`src/hdl/cll_pkg.sv`:
```
`timescale 1ns / 1ps
// ----------------------------------------------------------------------------
// cll_pkg: shared types and constants for the cursor linked list engine
// Node pointers use CAPACITY as the null encoding.
// ----------------------------------------------------------------------------
package cll_pkg;
  localparam int CAPACITY  = 1024;
  localparam int DATA_BITS = 32;
  localparam int PTR_W     = $clog2(CAPACITY) + 1;
  localparam int IDX_W     = $clog2(CAPACITY);
  localparam logic [PTR_W-1:0] NIL = PTR_W'(CAPACITY);

  localparam logic [3:0] OP_INSERT = 4'd0;
  localparam logic [3:0] OP_APPEND = 4'd1;
  localparam logic [3:0] OP_DELETE = 4'd2;
  localparam logic [3:0] OP_NEXT   = 4'd3;
  localparam logic [3:0] OP_PREV   = 4'd4;
  localparam logic [3:0] OP_START  = 4'd5;
  localparam logic [3:0] OP_END    = 4'd6;
  localparam logic [3:0] OP_SETPOS = 4'd7;
  localparam logic [3:0] OP_GET    = 4'd8;
  localparam logic [3:0] OP_SETVAL = 4'd9;
  localparam logic [3:0] OP_CLEAR  = 4'd10;

  typedef struct packed {
    logic [3:0]         op;
    logic signed [31:0] item_value;
    logic [9:0]         position;
    logic               do_clear;
  } req_t;

  typedef struct packed {
    logic               ok;
    logic signed [31:0] read_value;
    logic [10:0]        count;
  } rsp_t;

  // controller -> datapath commands
  typedef struct packed {
    logic load_req;    // capture request, start node reads at cursor
    logic rd_walk;     // read link at walk pointer
    logic walk_step;   // advance walk pointer to read link
    logic commit;      // apply the operation's state update
  } cmd_t;

  // datapath -> controller status
  typedef struct packed {
    logic walk_needed; // op requires a walk from head
    logic walk_done;   // walk target found or exhausted
  } sts_t;
endpackage

```
`src/hdl/cll_ctrl.sv`:
```
`timescale 1ns / 1ps
// ----------------------------------------------------------------------------
// cll_ctrl: operation sequencer
// Steps each request through read, optional link walk, commit and respond.
// ----------------------------------------------------------------------------
module cll_ctrl (
  input  logic          clk,
  input  logic          rst,
  input  logic          in_valid,
  output logic          in_stall,
  input  logic          out_busy,
  output logic          out_load,
  output cll_pkg::cmd_t cmd,
  input  cll_pkg::sts_t sts
);
  import cll_pkg::*;

  localparam logic [2:0] S_IDLE = 3'd0;
  localparam logic [2:0] S_READ = 3'd1;
  localparam logic [2:0] S_WRD  = 3'd2;
  localparam logic [2:0] S_WCHK = 3'd3;
  localparam logic [2:0] S_COMM = 3'd4;

  logic [2:0] state, state_next;

  always_comb begin
    state_next = state;
    cmd = '0;
    out_load = 1'b0;
    in_stall = (state != S_IDLE);
    case (state)
      S_IDLE: if (in_valid) begin
        cmd.load_req = 1'b1;
        state_next = S_READ;
      end
      S_READ: begin
        // node read data at cursor now available
        state_next = sts.walk_needed ? S_WRD : S_COMM;
      end
      S_WRD: begin
        cmd.rd_walk = 1'b1;
        state_next = S_WCHK;
      end
      S_WCHK: begin
        if (sts.walk_done) state_next = S_COMM;
        else begin
          cmd.walk_step = 1'b1;
          state_next = S_WRD;
        end
      end
      S_COMM: begin
        if (!out_busy) begin
          cmd.commit = 1'b1;
          out_load = 1'b1;
          state_next = S_IDLE;
        end
      end
      default: state_next = S_IDLE;
    endcase
  end

  always_ff @(posedge clk) begin
    if (rst) state <= S_IDLE;
    else state <= state_next;
  end

  a_one_cmd: assert property (@(posedge clk) disable iff (rst)
    $onehot0({cmd.load_req, cmd.rd_walk, cmd.walk_step, cmd.commit}))
    else $error("multiple commands");
  a_commit_loads: assert property (@(posedge clk) disable iff (rst)
    cmd.commit |-> out_load) else $error("commit without result");
  a_load_idle: assert property (@(posedge clk) disable iff (rst)
    cmd.load_req |=> state == S_READ) else $error("bad start");
endmodule

```
`config.mk`:
```
export PLATFORM = sky130hd
export DESIGN_NAME = cll_ctrl
export DESIGN_NICKNAME = d
export VERILOG_FILES = /design/src/hdl/cll_pkg.sv /design/src/hdl/cll_ctrl.sv
export SDC_FILE = /design/constraint.sdc
export NUM_CORES = 1
export LEC_CHECK = 0
export ABC_CLOCK_PERIOD_IN_PS = 3470
export BUFFER_PORTS_ARGS = -buffer_cell sky130_fd_sc_hd__buf_2
export CELL_PAD_IN_SITES_DETAIL_PLACEMENT = 1
export CELL_PAD_IN_SITES_GLOBAL_PLACEMENT = 1
export CORE_AREA = 2 2 39 41
export CTS_BUF_LIST = sky130_fd_sc_hd__clkbuf_4
export DETAILED_ROUTE_END_ITERATION = 6
export DIE_AREA = 0 0 41 43
export GPL_TIMING_DRIVEN = 0
export HOLD_SLACK_MARGIN = 0.03
export PLACE_DENSITY_LB_ADDON = 0.1
export RECOVER_POWER = 25
export SETUP_SLACK_MARGIN = 0.4
export SLEW_MARGIN = 10
export SYNTH_ARGS = -nofsm -noshare
export SYNTH_HDL_FRONTEND = slang
export SYNTH_SLANG_ARGS = --single-unit
```
`constraint.sdc`:
```
create_clock -name clk -period 3.47 [get_ports clk]
set_input_delay 0.347 -clock clk [delete_from_list [all_inputs] [get_ports clk]]
set_output_delay 0.347 -clock clk [all_outputs]
set_load 0.005 [all_outputs]
```
# Word level (Yosys, flattened, before mapping)
# Index checks and enable logic that the tools add are counted.
[word_totals] in_bits=6 ff_bits=3
[op_classes] mux=12 reduce_logical=3 n_eq_ne=6
[op_table] op="3-bit case mux with 5 select lines" count=1
[op_table] op="3-bit 2-to-1 mux" count=4
[op_table] op="1-bit 2-to-1 mux" count=7
[op_table] op="3-bit by 2-bit == test with 1-bit output (second input constant)" count=2
[op_table] op="2-bit != test (second input constant)" count=2
[op_table] op="3-bit by 1-bit == test with 1-bit output (second input constant)" count=1
[op_table] op="3-bit == test (second input constant)" count=1
[op_table] op="3-bit zero test" count=1
[op_table] op="3-bit nonzero test" count=1
[op_table] op="2-bit AND reduction" count=1

# Logic depth before layout (Yosys ltp)
[logic_depth] word_depth=3 depth_mapped=4 mapped_depth_nobuf=3

# Worst setup path before layout
# No wires, ideal clock.
[synth_path] kind="reg2out" startpoint="register state[0]" endpoint="output port cmd[0] (netlist bit)" path_slack_ps=2097 arrival_time_ps=1026 stages_incl_launch_ff=4 path_cell_list="dfxtp_1 -> buf_2 -> nor4b_1 -> buf_4"
[synth_via] elab_chain_cells=2
[synth_lines] element="from (decl)" line="cll_ctrl.sv:24" source="logic [2:0] state, state_next;"
[synth_lines] element="from (signal assigned)" line="cll_ctrl.sv:64" source="else state <= state_next;"
[synth_lines] element="3-bit == test"
[synth_lines] element="1-bit 2-to-1 mux"
[synth_lines] element="to (decl)" line="cll_ctrl.sv:13" source="output cll_pkg::cmd_t cmd,"
# Every way passes these cells.

==> qor.yml <==
synthCells: 22
drtPass1Iterations: 2
htree_levels: 1
boundaryPins: 12
grt_max_degree: 10
avgSynthCellArea_um2: 8.30
synthTopCellsByArea: "dfxtp_1 (33%), nor2b_4 (7.5%), nor2_1 (6.2%), and3b_2 (5.5%), or4b_1 (5.5%)"
critPathLaunchType: "register"
timing.rr.start: "state[0]"
cts_setup_buffers: 0
p_per_area_nw_per_um2: 443
area_growth_pct: 56.8
final_common_cell: "buf_2"
grt_usage: 0.0711
fillers: 179
place_hpwl_um: 389
drive_above_1_share: 0.486
clk_latency_ps: 230
synth_top_area_frac: 0.329
largest_registers: "state: 3 flops"
endpoint_kind: "primary output"
port_buffers: 11
overflow: 0
max_slew_margin: 0.769
crit_required_ps: 3120
whs_path_depth: 2
path_class: "register to primary output"
r2r_setup_slack_ps: 2220
vias_per_cell: 3.75
setup_tns_ps: 0
maxCapViolCount: 0
setup_ws_ps: 1760
hp-start: "rst"
netlist.top_cell.by_area: "dfxtp_1"
ir_drop_v: 0.0000657
initial_utilization: 0.132
rsz0062_at_grt: "false"
dieArea_um2: 1760
final_core_util: 0.207
root_buffer: "clkbuf_4"
fin_crit_ps: 1710
drt-total-wl_um: 507
grt_pass1_wl_um: 841
hold_path_class: "primary input to register"
mostFrequentLayoutCells: "buf_2 (11), clkbuf_4 (4), nor2_1 (3), dfxtp_1 (3)"
multi_input_area_um2: 106
yosysSeqAreaShare: 0.329
arrival_ps: 1360
postCtsResizedCells: 0
placed_area_um2: 258
die_y_um: 43
drtIter0Drc: 2
synth_seq_cells: 3
stdcell_area_um2: 287
path_max_fanout: 9
fmax_ghz: 0.585
syn_area_um2: 183
largest-register: "state"
cts.sinks: 3
largest_reg_flops: 3
antenna_cells: 0
rr_endpoint: "state[2]"
die_w_um: 41
seqCellArea_um2: 60.1
routedWlPerCell_um: 9.57
path_clk_slew_ps: 40
slowest_delay_ps: 410
finalNetCount: 44
period_share: 0.492
maxSlewViolCount: 0
postCtsHoldBufs: 0
ant_nets: 0
syn_nets: 28
synth_cell_types: 18
hold_end: "state[2]"
crit_path_cell_trace: "clkbuf_1, nor4b_1, buf_4, buf_2"
route.vias.total: 199
p_leak_nw: 0.139
preCtsSetupSlack_ps: 2030
finalHoldViolCount: 0
rows: 14
r2r_cells: 3
gp_congestion: 0.670
setup_viol: 0
antenna_found_initial: 0
core_um2: 1380
cts_tree: "done"
finalPower_mw: 0.127
status: "finished clean"
grt_pass1_vias: 233
worst_pin_slew_ps: 341
crit_slowest_cell: "nor4b_1"
clockBufferDepth: 2
skew_ps: 2.41
drc: 0
yosysWarnings: 0
cts_buffers: 3
-- stage by stage --
| step | hold WS [ps] | cells |
|---|---|---|
| floorplan | 416 | 22 |
| global placement | 549 | 49 |
| detailed placement | 559 | 49 |
| CTS | 315 | 53 |
| global route | 323 | 53 |
| finish | 316 | 53 |
-- cell usage after synthesis (all sizes together) --
cell type,count
or3,1
a22oi,1
nor4,1
nor2b,2
dfxtp,3
a21oi,1
nor2,3
and3b,1
nand2,1
nor3b,1
or4b,1
inv,1
nand3,1
nor4b,1
nor3,1
buf,2
-- cell families (layout without fill, tap and decap cells) --
kind of cell | after synthesis | in the layout | synth area share
AO/OA/AOI/OAI | 2 | 2 | 0.0685
AND/OR/NAND/NOR | 14 | 14 | 0.514
buffers and inverters | 3 | 18 | 0.0890
flip-flops | 3 | 3 | 0.329
-- how the worst max path moves through the flow --
stage	from	end	slack (ps)	cells past startpoint
floorplan	state[0]	cmd[0]	2100	3
global route	state[0]	cmd[0]	1580	4
global placement	state[0]	cmd[0]	2080	4
finish	state[0]	cmd[0]	1760	4
detailed placement	state[0]	cmd[0]	2030	4
CTS	state[0]	cmd[0]	1770	4
-- final cells by class --
cell class                 instances  area share
inverter                           1      0.0131
multi-input combinational         16       0.371
buffer                             2      0.0393
sequential                         3       0.210
clock buffer                       4       0.105
timing repair buffer              11       0.192
tap                               16      0.0699
-- metal layers --
| layer | wire, µm | share of wire | vias to the layer above | global-route usage |
|---|---|---|---|---|
| met4 | 0 | 0 | 0 | 0.0800 |
| met2 | 250 | 0.49 | 6 | 0.0969 |
| met3 | 20 | 0.039 | 0 | 0 |
| met1 | 236 | 0.47 | 86 | 0.0895 |
| met5 | 0 | 0 | - | 0 |
| li1 | - | - | 107 | - |
-- report_power, final --
group	switching [mW]	total [mW]	internal [mW]	leakage, nW
sequential	0.00256	0.0394	0.0368	0.0246
combinational	0.00914	0.0196	0.0104	0.0958
clock	0.0173	0.0681	0.0508	0.0184
-- worst max-delay path, delay by kind of cell, from the launching register on --
family / cells / cell delay (ps)
buffers and inverters: 3 / 450
flip-flops: 1 / 290
AND/OR/NAND/NOR: 1 / 410
Note: power is estimated with default switching activity, not from simulation.
